===== src/bfm_ram.sv =====
// ----------------------------------------------------------------------------
// bfm_ram
// generic single write port ram with registered read
// ----------------------------------------------------------------------------
module bfm_ram #(
	parameter int WIDTH = 32,
	parameter int DEPTH = 32
) (
	input  logic                     clk,
	input  logic                     we,
	input  logic [$clog2(DEPTH)-1:0] waddr,
	input  logic [WIDTH-1:0]         wdata,
	input  logic [$clog2(DEPTH)-1:0] raddr,
	output logic [WIDTH-1:0]         rdata
);

	logic [WIDTH-1:0] mem_q [DEPTH];

	always_ff @(posedge clk) begin
		if (we) begin
			mem_q[waddr] <= wdata;
		end
		rdata <= mem_q[raddr];
	end

endmodule


===== config.mk =====
export PLATFORM = sky130hd
export DESIGN_NAME = bfm_ram
export DESIGN_NICKNAME = d
export VERILOG_FILES = /design/src/bfm_ram.sv
export SDC_FILE = /design/constraint.sdc
export NUM_CORES = 1
export LEC_CHECK = 0
export BUFFER_PORTS_ARGS = -buffer_cell sky130_fd_sc_hd__buf_2
export CELL_PAD_IN_SITES_DETAIL_PLACEMENT = 1
export CELL_PAD_IN_SITES_GLOBAL_PLACEMENT = 2
export CORE_MARGIN = 2
export CORE_UTILIZATION = 45
export CTS_CLUSTER_DIAMETER = 50
export DETAILED_ROUTE_END_ITERATION = 16
export GPL_TIMING_DRIVEN = 0
export PLACE_DENSITY = 0.76
export SLEW_MARGIN = 20
export SYNTH_ARGS = -nofsm -noshare
export SYNTH_HDL_FRONTEND = slang
export SYNTH_SLANG_ARGS = --single-unit
export TNS_END_PERCENT = 20

===== constraint.sdc =====
create_clock -name clk -period 4.34 [get_ports clk]
set_input_delay 0.217 -clock clk [delete_from_list [all_inputs] [get_ports clk]]
set_output_delay 0.217 -clock clk [all_outputs]
set_load 0.05 [all_outputs]

---- After elaboration in Yosys (flattened, before gate mapping) ----
Memories as Yosys holds them, arrays and structs flattened. A register that Yosys moved wholly into a read port is not among the register bits.
Index checks and enable logic that the tools add are counted.
word-level totals
  register bits after elaboration ......... 0
  latch bits .............................. 0
  memory bits (writable) .................. 1024
  memory bits (read-only) ................. 0
  bits of input ports ..................... 44
  output and inout port bits .............. 32
  logic and storage cells ................. 3
  memories ................................ 1
memory list
  name   words  width  read ports  clocked after memory_dff  write ports  RTL line  RTL
  mem_q  32     32     1           1                         1            17        logic [WIDTH-1:0] mem_q [DEPTH];
operators by class
  $add $sub $neg .......................... 0
  multiply operators ...................... 0
  divide/modulo/power cells ............... 0
  $lt $le $gt $ge ......................... 0
  eq/ne operators ......................... 0
  shift operators ......................... 0
  muxes and demuxes ....................... 2
  bitwise operators ....................... 0
  reductions and logical operators ........ 0
operator list
  operator  number
  $mux 1    2

---- Depth between registers and ports, before layout ----
Gate-level depths: netlist (run 1).
  depth after elaboration ................. 2
  mapped depth ............................ 8
  depth with buffers taken out ............ 5

---- Worst setup path after synthesis (run 1) ----
No wires, ideal clock.
  kind .................................... input to register
  start ................................... in waddr[1]
  end ..................................... mem mem_q[12][0], enable pin
  library setup time ...................... 0.421 ns
  data arrival time ....................... 2.230 ns
  required time ........................... 3.919 ns
  slack ................................... 1.689 ns
  cell stages on the path ................. 3
  buffers on the path ..................... 1
  cells stage by stage .................... or3b_2 -> clkbuf_1 -> nor2_1
RTL lines
  item         RTL line  RTL
  from (decl)  11        input logic [$clog2(DEPTH)-1:0] waddr,
  to (decl)    17
Straight into the memory's write port.

==> results of run 1 <==
-- state kept, by name, summed over array words and instances (netlist names) --
register,cells
mem_q,1024
rdata,32
-- cell usage after synthesis (15+ instances only) --
cell / instances / area (um2)
a22o_1: 64 / 560.5
buf_2: 26 / 130.1
nand3_1: 98 / 490.5
dfxtp_1: 32 / 640.6
a22oi_1: 96 / 720.7
nand2_1: 98 / 367.9
nor3_1: 32 / 160.2
mux2i_1: 512 / 5125
clkbuf_1: 46 / 172.7
buf_6: 15 / 168.9
nor2_1: 34 / 127.6
buf_4: 33 / 247.7
a21oi_1: 96 / 480.5
a31oi_1: 32 / 200.2
edfxtp_1: 1024 / 30750
-- per-layer routing --
layer  vias to the layer above  routed length (um)  GRT usage
met5                         -                   0          0
met4                         0                2310    0.06526
met3                       144                5752    0.03433
met2                       619               56180     0.4173
met1                     11460               44480     0.3031
li1                       9466                   -          -
-- kinds of logic (layout without fill, tap and decap cells) --
family,Yosys count,after routing,share of synthesized area
DFF,1056,1056,0.7753
muxes,512,512,0.1266
other,0,2,0
and+or+nand+nor,277,277,0.03100
AOI/OAI and AO/OA,288,288,0.04846
buffers and inverters,127,454,0.01860
-- layout make-up --
cell class                      instances  area share
Sequential cell                      1056      0.6617
Multi-Input combinational cell       1077      0.1809
Clock buffer                          141     0.06351
Timing Repair Buffer                  118     0.03165
Tap cell                             1176     0.03102
Buffer                                127     0.01588
Clock inverter                         68     0.01522
Antenna cell                            2   0.0001055
-- how the worst min path moves through the flow --
stage	endpoint	slack [ns]
final	mem_q[3][14]$_DFFE_PP_	0.09
after detailed placement	rdata[10]$_DFF_P_	0.61
after CTS	mem_q[4][13]$_DFFE_PP_	0.06
after floorplan	mem_q[0][0]$_DFFE_PP_	0.32
after global placement	rdata[11]$_DFF_P_	0.61
after global routing	mem_q[4][13]$_DFFE_PP_	0.11
-- through the flow --
stage / hold WS, ns / setup WS, ns / util
floorplan: 0.3159 / 1.689 / -
global placement: 0.6122 / -0.1656 / 0.4724
detailed placement: 0.6102 / 1.548 / 0.4877
CTS: 0.05992 / 2.257 / 0.5294
global route: 0.1058 / 2.120 / 0.5294
finish: 0.09280 / 2.176 / 0.5295
-- report_power, final --
part / internal (mW) / switching, mW / total (mW) / leakage, nW
Combinational: 0.373 / 0.958 / 1.33 / 5.27
Sequential: 11.3 / 0.0405 / 11.4 / 9.49
Clock: 5.69 / 3.92 / 9.61 / 1.82
==> reports/results.ini, run 1 <==
[clock_tree]
cts_tree=built
numClockSinks=1056
cts_buffers=110
clock_path_buffers=3
cts_setup_buffers=0
cts_hold_buf=0
cts_resized=0
clk_latency_ns=0.67
clockRootBuffer=clkbuf_16
clk_transition_reported_paths_ns=0.06
cts.htree.levels=3

[detailed_routing]
drtIter0Drc=1882
via_per_inst=5.762
dr.pass1.iters=5
avgRoutedWirePerCell_um=28.88
vias=21690
drc=0
ant_nets=0
wl_um=108700

[die]
placementRows=110
fp.coreArea_um2=89600
dieArea_um2=92380
ios=76
start_util=0.4519
die_x_um=303.9
die_h_um=303.9

[cells_and_area]
multi_input_area_um2=8582
regArea_um2=31390
final_cells=3765
nFillCells=8059
layout_commonest_cell=edfxtp_1
layout_common_cells=edfxtp_1, mux2i_1, clkbuf_16
drive_gt1_frac=0.1562
area_growth_pct=17.17
final_area_um2=47440
final_nets=2534

[worst_setup_path]
r2r_start=mem_q[5][13]$_DFFE_PP_
cp.required_ns=4.79
r2r_end=rdata[13]$_DFF_P_
criticalPathCategory=input pin to flop
path_cells=buf_2, nor2_1, buf_2, buf_2, buf_2, nand2_1, a31oi_1, nand3_1
slowest_stage=a31oi_1
endpoint=rdata[14]$_DFF_P_
crit_buf_inv=4
rrSetupSlack_ns=2.50
max_stage_delay_ns=0.45
cp_data_arrival_time_ns=2.61
cp_max_fo=10
endpoint_kind=flop
cp_num_cells=8
reg2reg_depth=5
startpoint=raddr[1]
critPathLaunchType=input pin
cp_top_family=buffers and inverters
cp_common_cell=buf_2

[sta]
finClkSkew_ns=0.01892
rsz0062_at_grt=false
tightest_slew_ns=1.157
timing_hold_violations_final=0
finalCritPeriodShare=0.4987
slew_violations=0
max-slew-margin-rel=0.2289
max_freq_ghz=0.4621
setup_violations=0
min_period_ns=2.164
setup_tns_ns=0

[power_and_ir_drop]
finalPower_mw=22.32
p_leak_nw=16.59
ir_drop_mv=0.3214
p_per_area_nw_per_um2=470.5

[global_routing]
grt_antenna_before_repair=0
grt.total_usage=0.2358
grt_pass1_wl_um=158900
overflow=0
first_global_vias=23570
grt_max_degree=33

[logic_synthesis]
synth_edf_count=1024
synth-async-reset-ratio=0
syn_inst=2260
synth_cell_types=25
yosys_warnings=0
synth_area_um2=40490
ys_seq_elements=1056
synth_flop_cell=edfxtp_1
seq_area_frac_synth=0.7754
synth_area_per_cell_um2=17.91
synth_fp_nets=2304

[place]
dp_cells=3554
io_buffers=74
dp_hpwl_um=71430
gp_congestion=0.7886
placed_area_um2=43700

[status]
status=completed

[min_path]
hp-start=wdata[14]
hold_depth=1
hold_path.class=input pin to flop

[flow_run]
drv_cap=0

No activity file was read; power rests on OpenSTA's default activity.
==> run 2, diff against run 1 <==
--- a/config.mk
+++ b/config.mk
@@ -9,7 +9,7 @@
 export CELL_PAD_IN_SITES_DETAIL_PLACEMENT = 1
 export CELL_PAD_IN_SITES_GLOBAL_PLACEMENT = 2
 export CORE_MARGIN = 2
-export CORE_UTILIZATION = 45
+export CORE_UTILIZATION = 43
 export CTS_CLUSTER_DIAMETER = 50
 export DETAILED_ROUTE_END_ITERATION = 16
 export GPL_TIMING_DRIVEN = 0
==> constraint.sdc (replaced) <==
create_clock -name clk -period 1.8 [get_ports clk]
set_input_delay 0.09 -clock clk [delete_from_list [all_inputs] [get_ports clk]]
set_output_delay 0.09 -clock clk [all_outputs]
set_load 0.05 [all_outputs]
==> run 2 against run 1 <==
  * Final area increased by 0.60%
  * Total power increased by 140%
  * Critical path type unchanged
  * Utilization decreased by 1.8 points
  * Final cell count increased by 3.1%
  * Largest power group unchanged
  * Sequential power increased by 140%
  * Worst setup slack got worse by 2.1 ns
  * Worst hold slack improved by 0.095 ns
  * Clock-buffer cell count increased by 5
  * Non-clock buffer count increased by 30
  * Wire length increased by 2.7%
  * Clock power increased by 140%
==> reports/results.ini, run 2 (synthesis gave the netlist of run 1 again) <==
[clock_tree]
clk_latency_ns=0.69  ; +0.02 ns
numClockSinks=1056  ; unchanged
cts.htree.levels=3  ; unchanged
clockRootBuffer=clkbuf_16
clock_path_buffers=3  ; unchanged
cts_tree=built
clk_transition_reported_paths_ns=0.06  ; about the same
cts_buffers=116  ; +5.5%

[sta]
setup_violations=0  ; unchanged
min_period_ns=1.770
tightest_slew_ns=1.092  ; -0.06437 ns
max_freq_ghz=0.5650
rsz0062_at_grt=true
finClkSkew_ns=0.02354  ; +0.004624 ns
slew_violations=0  ; unchanged
timing_hold_violations_final=0  ; unchanged
max-slew-margin-rel=0.2718  ; +0.04291
whs_ns=0.1874  ; +0.09462 ns
finalCritPeriodShare=0.9833

[worst_setup_path]
max_stage_delay_ns=0.95  ; +0.50 ns
cp.required_ns=2.19  ; -2.60 ns
critPathLaunchType=input pin
endpoint_kind=flop
path_cells=buf_2, nand3_1, nor2_4, buf_12
rrSetupSlack_ns=0.29  ; -2.21 ns
criticalPathCategory=input pin to flop
slowest_stage=nor2_4
cp_max_fo=17  ; +7
cp_data_arrival_time_ns=2.16  ; -0.45 ns
cp_top_family=simple AND/OR/NAND/NOR gates
crit_buf_inv=2  ; -2

[global_routing]
grt_pass1_wl_um=160500  ; +1.1%
grt.total_usage=0.2283  ; -0.007472
first_global_vias=23500  ; -0.31%
grt_max_degree=33  ; unchanged
overflow=0  ; unchanged
grt_antenna_before_repair=1  ; +1

[cells_and_area]
top_regs=mem_q (1024), rdata (32)
layout_commonest_cell=edfxtp_1
regMostFlops=mem_q
layout_common_cells=edfxtp_1, mux2i_1, clkbuf_16
largest_reg_flops=1024  ; unchanged
area_growth_pct=17.88
utilization=0.5113  ; -0.01811
final_cells=3880  ; +3.1%
final_nets=2570  ; +1.4%
drive_gt1_frac=0.1535  ; -0.002700
antenna_cells=0  ; -2
nFillCells=8632  ; +7.1%

[power_and_ir_drop]
p_sw_mw=12.08  ; +150%
p_clk_frac=0.433  ; +0.003
swShare=0.2237  ; +0.003231
p_comb_frac=0.059  ; about the same
ir_drop_mv=0.7137  ; +120%
pwr-share-seq=0.508  ; -0.002
p_per_area_nw_per_um2=1132  ; +140%
p_leak_nw=16.69  ; +0.58%
p_int_mw=41.93  ; +140%

[detailed_routing]
drtIter0Drc=2002  ; +6.4%
ant_nets=0  ; unchanged
wl_um=111700  ; +2.7%
drc=0  ; unchanged
via_per_inst=5.660  ; -1.8%
vias=21960  ; +1.2%
dr.pass1.iters=5  ; unchanged
avgRoutedWirePerCell_um=28.78  ; -0.36%

[flow_run]
drv_cap=0  ; unchanged

[die]
die_h_um=310.8  ; +2.3%
start_util=0.4338  ; -0.01806
ios=76  ; unchanged
die_x_um=310.8  ; +2.3%
fp.coreArea_um2=93330  ; +4.2%
dieArea_um2=96620  ; +4.6%
placementRows=112  ; +1.8%

[place]
dp_cells=3626  ; +2.0%
gp_congestion=0.7706  ; -2.3%
io_buffers=74  ; unchanged
dp_hpwl_um=73980  ; +3.6%

[min_path]
hold_path.class=input pin to flop

[status]
status=completed

==> run 2: cell count changes in the layout (fill, tap and decap cells not counted), sizes merged <==
cell / change
diode: -2
inv: +5
bufinv: -3
clkinv: +5
dlygate4sd3: +32
clkbuf: +5
buf: -2
clkinvlp: -3
==> run 2: routing by layer <==
metal | routed length, um | share of wire | vias to the layer above | GRT usage
met5 | 13 | 0.00012 | - | 0
met4 | 3033 | 0.027 | 2 | 0.07576
met3 | 6295 | 0.056 | 192 | 0.03319
met2 | 54010 | 0.48 | 717 | 0.3743
met1 | 48300 | 0.43 | 11510 | 0.3144
li1 | - | - | 9540 | -
==> run 2: final cells by class <==
type | instances | area (um2) | area share
Clock inverter | 72 | 665.6 | 0.01395
Buffer | 127 | 759.5 | 0.01591
Multi-Input combinational cell | 1077 | 8588 | 0.1800
Clock buffer | 146 | 3100 | 0.06497
Sequential cell | 1056 | 31390 | 0.6578
Tap cell | 1254 | 1569 | 0.03288
Timing Repair Buffer | 148 | 1650 | 0.03458
==> run 2: worst paths after layout <==
| kind | from | end | cells after the start |
|---|---|---|---|
| setup / recovery | waddr[0] | mem_q[31][26]$_DFFE_PP_ | 4 |
| hold / removal | raddr[3] | rdata[31]$_DFF_P_ | 5 |
| setup reg to reg | mem_q[0][9]$_DFFE_PP_ | rdata[9]$_DFF_P_ | 5 |
| hold reg to reg | mem_q[27][25]$_DFFE_PP_ | rdata[25]$_DFF_P_ | 4 |
==> run 2: metrics by stage <==
stage	setup TNS, ns	worst slack, ns	total power, mW	cell area, um2
2_1_floorplan	-287.21	-0.5196	29.71	40550
3_3_place_gp	-1861.99	-2.716	30.90	42490
3_5_place_dp	-483.25	-0.7538	31.08	43540
4_1_cts	0	0.002088	54.34	47630
5_1_grt	-0.08708	-0.03012	55.45	47720
6_report	0	0.03001	54.01	47720
==> run 2: worst register-to-register path: cells and delay by family (launching register included) <==
kind / cells / cell delay, ns
simple gates: 2 / 0.29
flops: 1 / 0.39
mux: 1 / 0.15
compound gates: 2 / 0.52
==> run 2: power groups by stage <==
stage	Clock (mW)	Sequential, mW	Combinational (mW)
detailed placement	0	28.0	3.13
CTS	23.7	27.4	3.20
floorplan	0	28.3	1.42
global route	24.6	27.5	3.38
finish	23.4	27.4	3.19
global placement	0	27.9	2.96
==> run 2: timing repair <==
item	CTS	global route
setup endpoints to repair	0	83
hold buffers	32	0
hold endpoints to repair	1024	0
gates resized for setup	0	12
buffers inserted	0	4
