$ cat config.mk
export PLATFORM = sky130hd
export DESIGN_NAME = bfm_front_flat
export DESIGN_NICKNAME = d
export VERILOG_FILES = /design/src/bfm_pkg.sv /design/src/bfm_if.sv /design/src/bfm_front.sv /design/src/flat_wrapper.sv
export SDC_FILE = /design/constraint.sdc
export NUM_CORES = 1
export LEC_CHECK = 0
export BUFFER_PORTS_ARGS = -buffer_cell sky130_fd_sc_hd__clkbuf_2
export CAP_MARGIN = 40
export CELL_PAD_IN_SITES_DETAIL_PLACEMENT = 2
export CELL_PAD_IN_SITES_GLOBAL_PLACEMENT = 2
export CORE_MARGIN = 3
export CORE_UTILIZATION = 28
export CTS_CLUSTER_SIZE = 24
export DETAILED_ROUTE_END_ITERATION = 6
export PLACE_DENSITY = 0.85
export REMOVE_ABC_BUFFERS = 1
export SLEW_MARGIN = 20
export SYNTH_ARGS = -nofsm -noshare
export SYNTH_HDL_FRONTEND = slang
export SYNTH_SLANG_ARGS = --single-unit
$ cat constraint.sdc
create_clock -name clk -period 4.98 [get_ports clk]
set_input_delay 0.996 -clock clk [delete_from_list [all_inputs] [get_ports clk]]
set_output_delay 0.996 -clock clk [all_outputs]
set_load 0.05 [all_outputs]
$ cat src/bfm_pkg.sv
// ----------------------------------------------------------------------------
// bfm_pkg
// shared types and constants of the bloom filter check/add block
// ----------------------------------------------------------------------------
package bfm_pkg;

	typedef logic [1:0] opcode_t;

	localparam opcode_t OP_CHECK = 2'd0;
	localparam opcode_t OP_ADD   = 2'd1;
	localparam opcode_t OP_CLEAR = 2'd2;
	localparam opcode_t OP_NOP   = 2'd3;

	localparam int KEY_LEN_W = 11;
	localparam int MOD_W     = 25;
	localparam int NH_W      = 6;
	localparam int CFG_IDX_W = 1;

	localparam logic [CFG_IDX_W-1:0] CFG_NUM_BITS   = 1'd0;
	localparam logic [CFG_IDX_W-1:0] CFG_NUM_HASHES = 1'd1;

	localparam logic [MOD_W-1:0] NUM_BITS_RST   = 25'd16777216;
	localparam logic [NH_W-1:0]  NUM_HASHES_RST = 6'd7;
	localparam logic [NH_W-1:0]  MAX_HASHES     = 6'd32;

	localparam logic [31:0] SEED_FIRST = 32'h9747b28c;
	localparam logic [31:0] MIX_MUL    = 32'h5bd1e995;
	localparam logic [32:0] TWO_POW_32 = 33'h1_0000_0000;

	typedef struct packed {
		opcode_t              op;
		logic [KEY_LEN_W-1:0] len;
		logic [31:0]          tail;
		logic                 ovf;
		logic                 bank;
	} job_t;

	typedef struct packed {
		logic key_done;
		logic init_busy;
	} back_status_t;

	function automatic logic [31:0] mul_mix(input logic [31:0] x);
		mul_mix = x * MIX_MUL;
	endfunction

endpackage

$ cat src/bfm_if.sv
// ----------------------------------------------------------------------------
// bfm_if
// request and response channels of the bloom filter block
// ----------------------------------------------------------------------------
interface bfm_req_if;
	logic             valid;
	logic             ready;
	bfm_pkg::opcode_t opcode;
	logic [31:0]      key_word;
	logic [2:0]       byte_count;
	logic             last_word;

	modport source(output valid, opcode, key_word, byte_count, last_word, input ready);
	modport sink(input valid, opcode, key_word, byte_count, last_word, output ready);
endinterface


$ cat src/bfm_front.sv
// ----------------------------------------------------------------------------
// bfm_front
// takes requests, packs key bytes into the key ram and queues jobs
// ----------------------------------------------------------------------------
module bfm_front #(
	parameter int MAX_KEY_BYTES = 64,
	parameter int KIW           = 4
) (
	input  logic                  clk,
	input  logic                  arst_n,
	bfm_req_if.sink               req,
	input  bfm_pkg::back_status_t status,
	input  logic                  fifo_full,
	output logic                  push,
	output bfm_pkg::job_t         push_data,
	output logic                  kw_en,
	output logic [KIW:0]          kw_addr,
	output logic [31:0]           kw_data
);

	localparam int LW = bfm_pkg::KEY_LEN_W;

	logic [LW-1:0]  len_q;
	logic [31:0]    hold_q;
	logic [1:0]     hcnt_q;
	logic [KIW-1:0] widx_q;
	logic           ovf_q;
	logic           bank_q;
	logic [1:0]     outst_q;

	logic [2:0]  cnt;
	logic [31:0] wmask;
	logic [63:0] comb64;
	logic [2:0]  total;
	logic [LW:0] len_sum;
	logic        over;
	logic        accept;
	logic        data_op;
	logic        gather;
	logic        ovf_n;
	logic [31:0] hold_n;
	logic        key_push;

	assign req.ready = !status.init_busy && !fifo_full && (outst_q != 2'd2);
	assign accept    = req.valid && req.ready;
	assign data_op   = accept && (req.opcode == bfm_pkg::OP_CHECK ||
		req.opcode == bfm_pkg::OP_ADD);

	always_comb begin
		cnt = (req.byte_count > 3'd4) ? 3'd4 : req.byte_count;
		for (int j = 0; j < 4; j++) begin
			wmask[8*j +: 8] = (3'(j) < cnt) ? req.key_word[8*j +: 8] : 8'h00;
		end
		comb64  = {32'b0, hold_q} | ({32'b0, wmask} << {hcnt_q, 3'b000});
		total   = {1'b0, hcnt_q} + cnt;
		len_sum = {1'b0, len_q} + {{(LW-2){1'b0}}, cnt};
		over    = len_sum > (LW+1)'(MAX_KEY_BYTES);
		gather  = data_op && !ovf_q && !over;
		ovf_n   = ovf_q || (data_op && over);
		hold_n  = total[2] ? comb64[63:32] : comb64[31:0];
	end

	assign key_push = data_op && req.last_word;
	assign push     = key_push || (accept && req.opcode == bfm_pkg::OP_CLEAR);

	always_comb begin
		push_data.op   = req.opcode;
		push_data.len  = gather ? len_sum[LW-1:0] : len_q;
		push_data.tail = gather ? hold_n : hold_q;
		push_data.ovf  = ovf_n;
		push_data.bank = bank_q;
	end

	assign kw_en   = gather && total[2];
	assign kw_addr = {bank_q, widx_q};
	assign kw_data = comb64[31:0];

	always_ff @(posedge clk or negedge arst_n) begin
		if (!arst_n) begin
			len_q   <= '0;
			hold_q  <= '0;
			hcnt_q  <= '0;
			widx_q  <= '0;
			ovf_q   <= 1'b0;
			bank_q  <= 1'b0;
			outst_q <= '0;
		end else begin
			case ({key_push, status.key_done})
				2'b10:   outst_q <= outst_q + 2'd1;
				2'b01:   outst_q <= outst_q - 2'd1;
				default: outst_q <= outst_q;
			endcase
			if (data_op) begin
				if (req.last_word) begin
					len_q  <= '0;
					hold_q <= '0;
					hcnt_q <= '0;
					widx_q <= '0;
					ovf_q  <= 1'b0;
					bank_q <= !bank_q;
				end else begin
					ovf_q <= ovf_n;
					if (gather) begin
						len_q  <= len_sum[LW-1:0];
						hold_q <= hold_n;
						hcnt_q <= total[1:0];
						if (total[2]) begin
							widx_q <= widx_q + 1'b1;
						end
					end
				end
			end
		end
	end

endmodule

$ cat src/flat_wrapper.sv
// flat-port wrapper written by rule: the top's interface ports become plain ports
module bfm_front_flat 
#(
	parameter int MAX_KEY_BYTES = 64,
	parameter int KIW           = 4
)
  (clk, arst_n, status, fifo_full, push, push_data, kw_en, kw_addr, kw_data, req_valid, req_opcode, req_key_word, req_byte_count, req_last_word, req_ready);
  bfm_req_if req_i ();
  input  logic clk;
  input  logic arst_n;
  input  bfm_pkg::back_status_t status;
  input  logic fifo_full;
  output logic push;
  output bfm_pkg::job_t push_data;
  output logic kw_en;
  output logic [KIW:0] kw_addr;
  output logic [31:0] kw_data;
  input wire logic [$bits(req_i.valid)-1:0] req_valid;
  input wire logic [$bits(req_i.opcode)-1:0] req_opcode;
  input wire logic [$bits(req_i.key_word)-1:0] req_key_word;
  input wire logic [$bits(req_i.byte_count)-1:0] req_byte_count;
  input wire logic [$bits(req_i.last_word)-1:0] req_last_word;
  output wire logic [$bits(req_i.ready)-1:0] req_ready;
  assign req_i.valid = req_valid;
  assign req_i.opcode = req_opcode;
  assign req_i.key_word = req_key_word;
  assign req_i.byte_count = req_byte_count;
  assign req_i.last_word = req_last_word;
  assign req_ready = req_i.ready;
  bfm_front #(.MAX_KEY_BYTES(MAX_KEY_BYTES), .KIW(KIW)) u_core (.clk(clk), .arst_n(arst_n), .req(req_i), .status(status), .fifo_full(fifo_full), .push(push), .push_data(push_data), .kw_en(kw_en), .kw_addr(kw_addr), .kw_data(kw_data));
endmodule
# ---- Word-level counts from Yosys, hierarchy flattened
# Cells that the tools add are included.
dict set report op_classes {
  n_addsub 5
  order_cmp 6
  n_eq_ne 5
  n_shift 1
  mux 17
  bitwise 1
  n_reduce_logical 25
}
# operator n
set op_table {}
lappend op_table {{$mux W32} 3}
lappend op_table {{$or A32 B64 Y64} 1}
lappend op_table {{$shl A32 B5 Y64} 1}
lappend op_table {{$mux W8} 4}
lappend op_table {{$mux W11} 2}
lappend op_table {{$add A11 B3 Y12} 1}
lappend op_table {{$gt A12 B7 Y1 const B} 1}
lappend op_table {{$mux W4} 3}
lappend op_table {{$logic_and A1 B1 Y1} 10}
lappend op_table {{$lt A1 B3 Y1 const A} 2}
lappend op_table {{$lt A2 B3 Y1 const A} 2}
lappend op_table {{$reduce_bool A2 Y1} 3}
lappend op_table {{$logic_not A1 Y1} 5}
lappend op_table {{$add A4 B1 Y4 const B} 1}
lappend op_table {{$eq A2 B1 Y1 const B} 2}
lappend op_table {{$eq A2 B2 Y1 const B} 2}
lappend op_table {{$mux W2} 2}
lappend op_table {{$pmux W2 S2} 1}
lappend op_table {{$reduce_and A2 Y1} 2}
lappend op_table {{$add A2 B3 Y3} 1}
lappend op_table {{$gt A3 B3 Y1 const B} 1}
lappend op_table {{$logic_or A1 B1 Y1} 3}
lappend op_table {{$mux W3} 1}
lappend op_table {{$reduce_and A3 Y1} 1}
lappend op_table {{5 further kinds} 5}
dict set report totals {
  regBits 53
  in_bits 44
  output_inout_bits 87
}

# ---- Logic depth before layout (Yosys ltp)
dict set report logic_depth {
  ltp_word 9
  depth_mapped 13
  depth_no_buf 11
}

# ---- Worst setup path before layout
# OpenSTA, ideal clock, no wires.
dict set report synth_path {
  path_kind {input-to-output}
  startpoint {input req_byte_count[0]}
  endpoint {output push_data[35] in the netlist's numbering}
  arrival_time_ns 4.384
  required_time_ns 3.984
  slack_ns -0.400
  stages 12
  n_path_buf 2
  path_cell_list {clkbuf_1 nor2b_1 ha_1 inv_1 fa_1 nor2b_1 o2111a_1 o22ai_1 o311ai_4 nor2_4 buf_4 o21ai_0}
}
# item line_no
set synth_lines {}
lappend synth_lines {{start, declared} flat_wrapper.sv:21} ;# input wire logic [$bits(req_i.byte_count)-1:0] req_byte_count;
lappend synth_lines {{end, declared} flat_wrapper.sv:14} ;# output bfm_pkg::job_t push_data;

==> impl_metrics.py <==
metrics = {
    "floorplanning": {
        "core_sq_um": 15400,
        "rows": 45,
        "num_io_pins": 131,
        "start_util": 0.290,
        "die_w_microns": 132,
        "die-area_sq_um": 17500,
        "die_h_microns": 132,
    },
    "min_path": {
        "hold_start": "u_core.hold_q[29]$_DFFE_PN0P_",
        "hold-path-endpoint": "u_core.hold_q[29]$_DFFE_PN0P_",
        "min_path_cells": 1,
        "hold_class": "register to register",
    },
    "sta": {
        "slew_headroom": 0.424,
        "worst_pin_slew_ns": 0.861,
        "maxSlewViolCount": 0,
        "finalSetupViolCount": 0,
        "period_share": 0.990,
        "skew_ns": 0.0149,
        "max_freq_mhz": 203,
        "rsz0062_at_grt": "yes",
        "hold_viol": 0,
        "fin_crit_ns": 4.93,
        "worst_slack_ns": 0.0488,
    },
    "routing": {
        "vias": 4969,
        "drt-initial-drc-count": 429,
        "vias_per_cell": 5.78,
        "wirelength_microns": 21500,
        "firstDrtPassIters": 6,
        "drc": 0,
        "wl_per_cell_microns": 25.0,
        "final_antenna_net_count": 0,
    },
    "yosys": {
        "synth_top_area_frac": 0.298,
        "synth-edff-count": 0,
        "ys_warn_count": 0,
        "syn_area_sq_um": 4450,
        "ys_ff_latch": 53,
        "avgSynthCellArea_sq_um": 9.09,
        "synth.largest_area_cell": "dfrtp_1",
        "synthArstFlopShare": 1.00,
        "synthMostInstantiatedCell": "dfrtp_1",
        "synth_area_leaders": "dfrtp_1, nor4_4, mux2_2",
        "seq_area_frac_synth": 0.298,
        "syn_inst": 490,
        "synth_top_flop_cell": "dfrtp_1",
        "synthTopCellsByCount": "dfrtp_1, clkbuf_1, nor2_1",
        "synth_cell_types": 67,
    },
    "setup_path": {
        "critPathCaptureType": "output port",
        "r2r-start": "u_core.len_q[0]$_DFFE_PN0P_",
        "crit_arrival_ns": 3.94,
        "r2r_slack_ns": 1.61,
        "reg2reg_to": "u_core.widx_q[2]$_DFFE_PN0P_",
        "worstSetupPathType": "primary input to output port",
        "r2r_cells": 14,
        "worstPathMaxFanout": 11,
        "startpoint_type": "primary input",
        "required_ns": 3.98,
    },
    "cts": {
        "numCtsBuffers": 5,
        "htreeDepth": 2,
        "clkTransAtPathRegs_ns": 0.08,
        "cts_sinks": 53,
        "clk_latency_ns": 0.31,
        "cts_tree": "yes",
        "root_buffer": "clkbuf_16",
        "clockBufferDepth": 2,
    },
    "global_route": {
        "grt_max_degree": 54,
        "grt_pass1_vias": 5593,
        "grt_overflow": 0,
        "track_usage": 0.237,
        "grt_antenna_before_repair": 0,
        "grt_pass1_wl_microns": 32900,
    },
    "final_layout": {
        "area_growth_pct": 43.5,
        "antenna-diode-count": 0,
        "drive_above_1_share": 0.424,
        "finish.utilization": 0.416,
        "fillers": 1701,
        "finalNonFillerCells": 859,
        "fin_nets": 700,
    },
    "run_status": {
        "status": "finished clean",
    },
    "run": {
        "cap_violations": 0,
    },
    "pwr": {
        "total_power_uw": 2440,
        "p_leak_uw": 0.00290,
        "p_per_area_nw_per_um2": 382,
        "ir_drop_mv": 0.207,
    },
    "place": {
        "hpwl_microns": 15200,
        "io_buffers": 130,
        "dp.cells": 837,
        "place_ws_ns": -0.301,
        "gp_congestion": 0.871,
    },
}
-- where the power goes --
| part | internal [uW] | total, uW | switching, uW | leakage, uW |
|---|---|---|---|---|
| Clock | 199 | 384 | 186 | 0.0000690 |
| Sequential | 491 | 567 | 75.3 | 0.000664 |
| Combinational | 482 | 1490 | 1010 | 0.00217 |
| Total | 1170 | 2440 | 1270 | 0.00290 |
-- worst max path at each step --
stage | start | end | slack, ns | depth (start not counted)
finish | req_byte_count[0] | push_data[38] | 0.05 | 13
global route | req_byte_count[2] | push_data[38] | -0.08 | 13
CTS | req_byte_count[0] | push_data[32] | 0.006 | 13
detailed placement | req_byte_count[0] | push_data[33] | -0.30 | 15
global placement | req_byte_count[0] | push_data[32] | -0.16 | 14
floorplan | req_byte_count[0] | push_data[35] | -1.17 | 10
-- worst max-delay path: stages --
cell and delay, ns:
buf_6 0.07, nor2b_4 0.21, ha_4 0.18, inv_2 0.04, fa_2 0.54, nand2b_1 0.08, or4_4 0.43, a211oi_4 0.28
o311ai_4 0.17, buf_4 0.24, nor4b_4 0.31, xor2_2 0.22, buf_12 0.16
-- state kept, by name, indices dropped and copies added, names as in the netlist --
register        count
u_core.hold_q      32
u_core.len_q       11
u_core.widx_q       4
u_core.hcnt_q       2
u_core.outst_q      2
u_core.bank_q       1
u_core.ovf_q        1
-- metrics by stage --
stage / setup TNS (ns) / hold slack [ns] / cell area (sq um)
after detailed placement: -8.65 / 0.485 / 5880
after CTS: 0 / 0.502 / 6090
final: 0 / 0.500 / 6390
after global placement: -4.22 / 0.457 / 5870
after floorplan: -16.09 / 0.443 / 4210
after global routing: -0.334 / 0.529 / 6390
-- layout by cell type (no fill, tap or decap), types with 6 or more instances in the layout --
cell,count
mux2i_1,12
o311ai_0,9
nand4_1,9
o21bai_1,8
a22oi_1,15
o31ai_2,6
o31ai_1,11
dfrtp_1,53
a32o_1,7
nor4_4,8
a22o_1,13
mux2_2,15
buf_4,69
buf_6,7
a221oi_1,8
nand2_1,29
and2_1,14
clkbuf_2,90
o21ai_0,30
buf_12,22
inv_1,13
nand3_1,6
buf_2,7
o2bb2ai_1,8
a221o_1,8
nor2_1,30
a21o_1,20
o211ai_1,11
o21a_1,8
-- routing by layer --
metal,up-vias,part of all wire,global-route usage
met5,-,0,0
met4,0,0.027,0.0846
met3,40,0.057,0.0481
met2,213,0.50,0.409
met1,2539,0.41,0.293
li1,2177,-,-
-- logic make-up (layout without fill, tap and decap cells) --
logic type,after synthesis,after routing,synth area share
compound gates,185,185,0.320
buf+inv,67,225,0.0688
simple gates,135,135,0.192
xor+xnor,12,12,0.0236
flops,53,53,0.298
mux,30,30,0.0722
fa+ha+maj,8,8,0.0258
-- repair_timing --
| item | in CTS | in global routing |
|---|---|---|
| buffers inserted | 1 | 8 |
| endpoints found under the setup margin | 41 | 39 |
| pin swaps | 1 | 6 |
| resized for setup | 14 | 74 |
| gates cloned | 0 | 1 |
| hold buffers | 0 | 0 |
-- final cells by class --
class                      count  area (sq um)  area share
sequential                    53          1330       0.208
clock inverter                 1          7.51     0.00117
multi-input combinational    370          2970       0.465
clock buffer                   6           139      0.0217
inverter                      17          63.8     0.00998
tap                          211           264      0.0413
timing repair buffer         201          1620       0.253
Note: power is estimated with default switching activity, not from simulation.
