<file path="src/bfm_fifo.sv">
// ----------------------------------------------------------------------------
// bfm_fifo
// two-entry job queue between front and back
// ----------------------------------------------------------------------------
module bfm_fifo #(
	parameter type T = logic
) (
	input  logic clk,
	input  logic arst_n,
	input  logic push,
	input  T     push_data,
	input  logic pop,
	output T     head,
	output logic full,
	output logic empty
);

	logic [1:0] cnt_q;
	T           e0_q;
	T           e1_q;

	assign full  = (cnt_q == 2'd2);
	assign empty = (cnt_q == 2'd0);
	assign head  = e0_q;

	always_ff @(posedge clk or negedge arst_n) begin
		if (!arst_n) begin
			cnt_q <= 2'd0;
		end else begin
			case ({push, pop})
				2'b10:   cnt_q <= cnt_q + 2'd1;
				2'b01:   cnt_q <= cnt_q - 2'd1;
				default: cnt_q <= cnt_q;
			endcase
		end
	end

	always_ff @(posedge clk) begin
		case ({push, pop})
			2'b10: begin
				if (cnt_q == 2'd0) begin
					e0_q <= push_data;
				end else begin
					e1_q <= push_data;
				end
			end
			2'b01: e0_q <= e1_q;
			2'b11: begin
				if (cnt_q == 2'd1) begin
					e0_q <= push_data;
				end else begin
					e0_q <= e1_q;
					e1_q <= push_data;
				end
			end
			default: e0_q <= e0_q;
		endcase
	end

endmodule

</file>
<file path="config.mk">
export PLATFORM = sky130hd
export DESIGN_NAME = bfm_fifo
export DESIGN_NICKNAME = d
export VERILOG_FILES = /design/src/bfm_fifo.sv
export SDC_FILE = /design/constraint.sdc
export NUM_CORES = 1
export LEC_CHECK = 0
export ABC_AREA = 0
export BUFFER_PORTS_ARGS = -buffer_cell sky130_fd_sc_hd__buf_2
export CORE_AREA = 8 8 45 47
export CTS_BUF_LIST = sky130_fd_sc_hd__clkbuf_4 sky130_fd_sc_hd__clkbuf_8
export CTS_CLUSTER_DIAMETER = 80
export DETAILED_ROUTE_END_ITERATION = 8
export DIE_AREA = 0 0 53 55
export GPL_TIMING_DRIVEN = 0
export PLACE_DENSITY = 0.48
export SYNTH_ARGS = -nofsm -noshare
export SYNTH_HDL_FRONTEND = slang
export SYNTH_SLANG_ARGS = --single-unit
</file>
<file path="constraint.sdc">
create_clock -name clk -period 2 [get_ports clk]
set_clock_uncertainty 0.2 [all_clocks]
set_input_delay 0.1 -clock clk [delete_from_list [all_inputs] [get_ports clk]]
set_output_delay 0.1 -clock clk [all_outputs]
set_load 0.01 [all_outputs]
</file>
# Word-level counts from Yosys, hierarchy flattened
# Index checks and enable logic that the tools add are counted.
[totals]
input_bits = 5
register_bits = 4
output_inout_bits = 3
mem_bits_ro = 0
elab_cells = 26
ram_bits = 0
memories = 0
latchBits = 0
[classes]
n_div = 0
addsub = 2
bitwise_logic = 0
n_mux = 7
order_cmp = 0
n_mul = 0
n_reduce_logical = 6
eq_ne = 8
shifts = 0
[op_table]
columns = ["operator", "n"]
rows = [
  ["equality test 2 bit (second input constant)", 3],
  ["!= test 2 bit (second input constant)", 3],
  ["equality test 2 x 1 -> 1 bit (second input constant)", 2],
  ["2-to-1 mux 1 bit", 4],
  ["one-hot mux 2 bit (2 select lines)", 1],
  ["nonzero test 2 bit", 2],
  ["one-hot mux 1 bit (3 select lines)", 1],
  ["AND reduction 3 bit", 1],
  ["nonzero test 3 bit", 1],
  ["adder 2 x 1 -> 2 bit (second input constant)", 1],
  ["zero test 2 bit", 1],
  ["one-hot mux 1 bit (2 select lines)", 1],
  ["AND reduction 2 bit", 1],
  ["subtractor 2 x 1 -> 2 bit (second input constant)", 1],
]

# Depth between registers and ports, before layout
# Gate-level depths: netlist (run 1).
[logic_depth]
depth_word = 3
mapped_depth = 4
ltp_nobuf = 4

# Least setup slack after synthesis (run 1)
# Ideal clock, no wire load.
[synth_timing]
kind = "reg2reg"
start = "reg cnt_q[1]"
end = "reg e0_q, in the netlist head (data pin)"
synth_period_minus_slack_ps = 1643
arrival_ps = 1182
stages_incl_launch_ff = 5
setup_ps = 261
path_slack_ps = 357
path_cell_list = "dfrtp_1 inv_1 ha_1 mux2_1 a221o_1"
[synth_between]
elab_chain_cells = 3
[synth_lines]
columns = ["element", "line", "text"]
rows = [
  ["from (decl)", "18", "logic [1:0] cnt_q;"],
  ["from (signal assigned)", "31", "2'b10: cnt_q <= cnt_q + 2'd1;"],
  ["from (signal assigned)", "32", "2'b01: cnt_q <= cnt_q - 2'd1;"],
  ["from (signal assigned)", "33", "default: cnt_q <= cnt_q;"],
  ["equality test 2 x 1 -> 1 bit", "49", "if (cnt_q == 2'd1) begin"],
  ["2-to-1 mux 1 bit", "49", ""],
  ["one-hot mux 1 bit (3 select lines)", "39", "case ({push, pop})"],
  ["to (signal assigned)", "42", "e0_q <= push_data;"],
  ["to (signal assigned)", "50", "e0_q <= push_data;"],
  ["to (signal assigned)", "52", "e0_q <= e1_q;"],
  ["to (decl)", "19", "T e0_q;"],
]
# Every way passes these cells.
# A chain may end at the register's enable or synchronous reset.

# Final worst setup path (run 1)
# Ends and elaborated chain as after synthesis.

==> summary.txt, run 1 <==
Timing
  • Finish-stage setup viols: 0
  • Max Slew Vio Count: 0
  • Setup TNS: 0 ps
  • Final Critical Period: 1683 ps
  • RSZ-0062 raised after global routing: no
  • Slew HR: between 80 and 90%
  • Worst Tran Pin Value: roughly 180 ps
  • Max frequency: approximately 600 MHz
  • Final hold violation count: 0
  • Period utilisation layout: a little over four fifths

Die
  • Initial core utilization: roughly a fifth
  • Die Area: 0.002915 mm^2
  • CORE AREA: 0.001384 mm^2
  • Io pins: 8
  • Site Rows: 14
  • DIE WIDTH: ~53 um
  • Chip height: 55 um

Worst setup path
  • Max incr delay on CP: between 300 and 400 ps
  • Crit end category: flip-flop
  • Worst path slowest cell: dfrtp_1
  • Max Fanout on Critical Path: 3
  • Crit path from: cnt_q[1]$_DFFE_PN0P_
  • CP arrival: around 1500 ps
  • Worst EP required: approximately 1800 ps
  • FF-to-FF Start: cnt_q[1]$_DFFE_PN0P_
  • Reg-to-reg slack, setup: around 320 ps
  • Crit path buf inv count: 1
  • Startpoint Class: flip-flop
  • CP delay by family, top: flip-flops
  • Cell Chain, Critical Path: inv_1 -> ha_1 -> mux2_1 -> a221o_1
  • Crit path kind: flip-flop to flip-flop

Clock network
  • CTS tree: yes
  • Setup Fix Bufs, Post-CTS: 0
  • Hold_buf cts: 3
  • CTS Buf Count: 3
  • Htree depth: 1
  • Clock root buffer master: clkbuf_4
  • Max Root-Sink Buffers: 2
  • Post_cts resized: 0
  • Worst-Skew Late Latency: 230 ps
  • Clk slew on worst S/H paths: 50 ps
  • Sink Count: 4

Global routing
  • Initial antenna violation count: 0
  • GRT Util Overall: 4.984%
  • Number of global-route vias before repair: 224
  • First-pass GRT wire length: approximately 960 um
  • Largest net degree at the start of global routing: 5
  • Grt ovf: 0

Worst hold path
  • Hold Startpoint: pop
  • Hold crit path type: input pin to flip-flop

Final layout
  • Area growth, synth to finish: 39.48%
  • Most frequent cells in the layout: ha_1, buf_2, inv_1, clkbuf_4, dlygate4sd3_1
  • Diodes inserted: 0
  • Nets@finish: 53
  • Ratio of cells with drive above 1 in the final layout: 27.50%
  • Design area: slightly above 400 um^2

Route
  • # DRC: 0
  • Final ANT Viol Nets: 0
  • DR vias: ~220
  • Drt wl/cell: about 9.7 um
  • Vias per inst: between 3 and 4
  • Drt pass-1 iters: 2
  • Total wire length: 543 um
  • Starting DRT DRC Count: 2

Synth
  • Distinct cells, synth: 13
  • Post-synthesis sequential area ratio: a little under two fifths
  • Yosys warnings: 0
  • Syn Area/Cell: about 11 um^2
  • Yosys reg bits: 4
  • Cell count after synthesis: 26
  • Syn Std Cell Area: between 200 and 300 um^2
  • Mapped Nets: 38

Power
  • Pwr Density: 1085 mW/mm^2
  • Worst vdd ir: ~0.00054 V
  • Sequential power share: between 30 and 40%
  • Pint: 292.7 uW
  • P_sw: 148.4 uW
  • Switch share: between 30% and 40%
  • Power share of the combinational group: around two fifths
  • Pleak: between 0.2 and 0.25 nW
  • Clock group share of total power: 29.2%

Placed design
  • Hpwl dp: 435.3 um
  • Port Buffer Count: 7
  • Placed cell areas: roughly 350 um^2
  • GP Congestion: around 0.65

Job
  • Max-cap viol count: 0

Status
  • Status: finished, final reports clean
-- per-layer routing --
| layer | GRT usage (%) | vias to the layer above | wire length (um) |
|---|---|---|---|
| met5 | 0 | - | 0 |
| met3 | 6.150 | 0 | 78 |
| met1 | 4.893 | 95 | 239 |
| met4 | 2.586 | 0 | 0 |
| met2 | 5.859 | 10 | 226 |
| li1 | - | 114 | - |
-- cells in the mapped netlist (all sizes together) --
cell / n / area [um^2]
ha: 7 / 87.58
xor2: 1 / 8.760
nor3b: 1 / 7.510
inv: 5 / 18.77
nor2: 1 / 3.750
edfxtp: 2 / 60.06
dfrtp: 2 / 50.05
o21a: 1 / 7.510
a21oi: 2 / 10.01
a221o: 1 / 10.01
mux2: 1 / 11.26
xnor2: 1 / 8.760
a22oi: 1 / 7.510
-- registers in the layout, summed over array words and instances, names as in the netlist --
signal	cells
cnt_q	2
head	1
e1_q	1
-- through the flow --
| step | total power, mW | worst slack, ps | util, % | instances | hold WS [ps] |
|---|---|---|---|---|---|
| after floorplan | 0.2634 | 356.9 | - | 26 | -395.6 |
| after global placement | 0.3126 | 292.2 | 25.05 | 49 | -313.2 |
| after detailed placement | 0.3122 | 286.1 | 25.05 | 49 | -314.2 |
| after CTS | 0.4512 | 298.0 | 29.39 | 56 | 139.5 |
| after global routing | 0.4854 | 228.4 | 29.39 | 56 | 179.2 |
| final | 0.4411 | 316.9 | 29.39 | 56 | 145.3 |
-- kinds of logic (layout without fill, tap and decap cells) --
| group | count (synthesis) | after routing | share of synthesized area [%] |
|---|---|---|---|
| XOR/XNOR | 2 | 2 | 6.010 |
| multiplexers | 1 | 1 | 3.862 |
| flip-flops | 4 | 4 | 37.77 |
| adder cells (fa/ha/maj) | 7 | 7 | 30.04 |
| AND/OR/NAND/NOR | 2 | 2 | 3.862 |
| AO/OA/AOI/OAI | 5 | 5 | 12.02 |
| buffers and inverters | 5 | 19 | 6.438 |
-- worst min-delay path: stages --
cell and delay (ps):
buf_2 110, inv_1 70, ha_1 170, xor2_1 80
-- final cells by class --
type                    count  area (um^2)
multi-input cells          17        162.7
inverters                   5        18.77
well taps                  16        20.02
clock buffers               4        30.03
repair buffers             10        65.06
flip-flops and latches      4        110.1
fillers                   144        977.2
-- worst paths after layout --
path | cells after the start | to
max | 4 | head$_DFFE_PP_
min | 4 | cnt_q[0]$_DFFE_PN0P_
max reg2reg | 4 | head$_DFFE_PP_
min reg2reg | 1 | cnt_q[0]$_DFFE_PN0P_
max in group asynchronous | 3 | cnt_q[0]$_DFFE_PN0P_
min in group asynchronous | 3 | cnt_q[1]$_DFFE_PN0P_
-- power by group through the flow --
| stage | clock [mW] | combinational (mW) | sequential [mW] |
|---|---|---|---|
| after floorplan | 0 | 0.128 | 0.135 |
| after global placement | 0 | 0.175 | 0.137 |
| after detailed placement | 0 | 0.175 | 0.137 |
| after CTS | 0.133 | 0.182 | 0.136 |
| after global routing | 0.142 | 0.204 | 0.140 |
| final | 0.129 | 0.177 | 0.135 |
(Power assumes the default switching activity.)
==> run 2: changes to the inputs <==
- ABC_AREA: 0 -> 1
- PLACE_DENSITY: 0.48 -> 0.49
- clock period: 2 -> 1.8 ns (I/O delays scaled with it)
==> run 2 against run 1 <==
Against the previous run: combinational power grew 11%; via count grew 15%; sequential power grew 11%; cell count grew 18%; core utilization grew 1.1 points; worst hold slack lost 7.7 ps; sequential share of layout area shrank 0.96 points; cell area grew 3.7%; register-to-register slack gained 20 ps; clock-buffer cell count is the same; critical path depth is the same; die area is the same; critical endpoint is now e1_q$_DFFE_PP_.
==> summary.txt, run 2 <==
Status
  • Status: finished, final reports clean

Die
  • Site Rows: 14
  • Die Area: between 0.002 and 0.003 mm^2
  • DIE WIDTH: between 50 and 60 um
  • Io pins: 8
  • Chip height: around 55 um
  • Initial core utilization: 22.15%
  • CORE AREA: 0.001384 mm^2

Placed design
  • Worst slack, placed: 318.5 ps
  • Hpwl dp: 490.6 um
  • GP Congestion: about 0.68
  • Port Buffer Count: 7

Worst setup path
  • CP arrival: approximately 1200 ps
  • Worst EP required: 1530 ps
  • Crit end category: flip-flop
  • Max incr delay on CP: roughly 380 ps
  • Max Fanout on Critical Path: 3
  • Crit path kind: flip-flop to flip-flop
  • Startpoint Class: flip-flop
  • Cell Chain, Critical Path: inv_1 -> ha_1 -> nand2_1 -> a21boi_0
  • CP delay by family, top: flip-flops
  • Crit path buf inv count: 1
  • Worst path slowest cell: dfrtp_1

Clock network
  • CTS tree: yes
  • Hold_buf cts: 3
  • CTS Buf Count: 3
  • Worst-Skew Late Latency: 230 ps
  • Post_cts resized: 0
  • Sink Count: 4
  • Htree depth: 1
  • Setup Fix Bufs, Post-CTS: 0
  • Max Root-Sink Buffers: 2
  • Clk slew on worst S/H paths: ~40 ps
  • Clock root buffer master: clkbuf_4

Global routing
  • GRT Util Overall: about 4.9%
  • Grt ovf: 0
  • Number of global-route vias before repair: 237
  • Initial antenna violation count: 0
  • First-pass GRT wire length: 938 um
  • Largest net degree at the start of global routing: 4

Route
  • Final ANT Viol Nets: 0
  • Drt pass-1 iters: 4
  • Total wire length: between 500 and 600 um
  • # DRC: 0
  • Vias per inst: about 3.8
  • DR vias: around 250
  • Drt wl/cell: ~8.7 um
  • Starting DRT DRC Count: 3

Final layout
  • Largest register FFs: 2
  • Fill cells: approximately 160
  • Area of the multi-input gates: 162.7 um^2
  • Commonest non-fill, non-tap cell in the layout: nand2_1
  • Largest Register: cnt_q
  • Diodes inserted: 0
  • Area growth, synth to finish: 37.55%
  • Ratio of cells with drive above 1 in the final layout: 22.00%
  • FF/Latch Area: roughly 110 um^2
  • Most frequent cells in the layout: nand2_1, inv_1, ha_1, buf_2, clkbuf_4
  • Nets@finish: between 60 and 70

Timing
  • Finish-stage setup viols: 0
  • Setup ws final: ~340 ps
  • Max frequency: ~690 MHz
  • Final hold violation count: 0
  • Final Critical Period: 1460 ps
  • Period utilisation layout: 81.09%
  • RSZ-0062 raised after global routing: no
  • Hold_ws: about 140 ps
  • Slew HR: between 80% and 90%
  • Setup TNS: 0 ps
  • Max Slew Vio Count: 0
  • Worst Tran Pin Value: between 150 and 200 ps

Synth
  • Largest area contributor in the netlist: ha_1
  • Cell count after synthesis: 36
  • Post-synthesis sequential area ratio: a little over a third
  • Synth async-reset ratio: approximately half
  • Syn Area/Cell: around 8.5 um^2
  • Yosys reg bits: 4
  • Cell with the most instances after synthesis: nand2_1
  • Mapped Nets: 48
  • Distinct cells, synth: 10
  • Most frequent cells after synthesis: nand2_1, inv_1, ha_1
  • Synth top area share: 28.57%
  • Synth area leaders: ha_1, edfxtp_1, dfrtp_1
  • Top_reg_cell synth: edfxtp_1
  • Syn Std Cell Area: 306.5 um^2
  • Post-synth EDFFs: 2
  • Yosys warnings: 0

Power
  • Pleak: 0.2360 nW
  • Worst vdd ir: around 0.00018 V
  • Pwr Density: between 1000 and 1500 mW/mm^2

Job
  • Max-cap viol count: 0

Worst hold path
  • Hold crit path type: input pin to flip-flop
-- run 2: cell families after synthesis --
| kind of cell | Yosys count | share of synthesized area [%] |
|---|---|---|
| XOR/XNOR | 1 | 2.858 |
| AO/OA/AOI/OAI | 2 | 4.081 |
| adder cells (fa/ha/maj) | 7 | 28.57 |
| buffers and inverters | 9 | 11.02 |
| flip-flops | 4 | 35.92 |
| AND/OR/NAND/NOR | 13 | 17.55 |
-- run 2: worst paths after layout --
kind	startpoint	to	slack [ps]	depth (start not counted)
min in group asynchronous	arst_n	cnt_q[1]$_DFFE_PN0P_	510	3
hold / removal	pop	cnt_q[0]$_DFFE_PN0P_	140	4
setup / recovery	cnt_q[0]$_DFFE_PN0P_	e1_q$_DFFE_PP_	340	4
max in group asynchronous	arst_n	cnt_q[0]$_DFFE_PN0P_	770	3
setup reg to reg	cnt_q[0]$_DFFE_PN0P_	e1_q$_DFFE_PP_	340	4
hold reg to reg	cnt_q[0]$_DFFE_PN0P_	cnt_q[0]$_DFFE_PN0P_	300	1
-- run 2: per-layer routing --
| metal | vias to the layer above | wire length [um] | GRT usage, % |
|---|---|---|---|
| li1 | 135 | - | - |
| met4 | 0 | 13 | 7.759 |
| met3 | 2 | 59 | 2.139 |
| met5 | - | 0 | 0 |
| met2 | 8 | 259 | 5.859 |
| met1 | 107 | 244 | 5.046 |
-- run 2: worst register-to-register path, stage by stage (launching register included) --
cell      delay (ps)
dfrtp_1          380
inv_1             80
ha_1             230
nand2_1           70
a21boi_0         200
-- run 2: final cells by class --
class | instances | area share (%)
multi-input combinational | 23 | 38.58
inverter | 9 | 8.012
sequential | 4 | 26.11
tap | 16 | 4.748
clock buffer | 4 | 7.122
timing repair buffer | 10 | 15.43
-- run 2: report_power, final --
group | switching [mW] | internal, mW | leakage (nW) | total, mW
registers | 0.0194 | 0.131 | 0.0432 | 0.150
logic | 0.112 | 0.0845 | 0.174 | 0.197
clock network | 0.0385 | 0.0983 | 0.0184 | 0.137
total | 0.170 | 0.314 | 0.236 | 0.484
-- run 2: through the flow --
stage | utilization (%) | cell area [um^2] | total power [mW] | std cells
6_report | 30.47 | 421.7 | 0.4839 | 66
3_3_place_gp | 26.13 | 361.6 | 0.3479 | 59
2_1_floorplan | - | 306.5 | 0.2917 | 36
5_1_grt | 30.47 | 421.7 | 0.5329 | 66
4_1_cts | 30.47 | 421.7 | 0.4983 | 66
3_5_place_dp | 26.13 | 361.6 | 0.3518 | 59
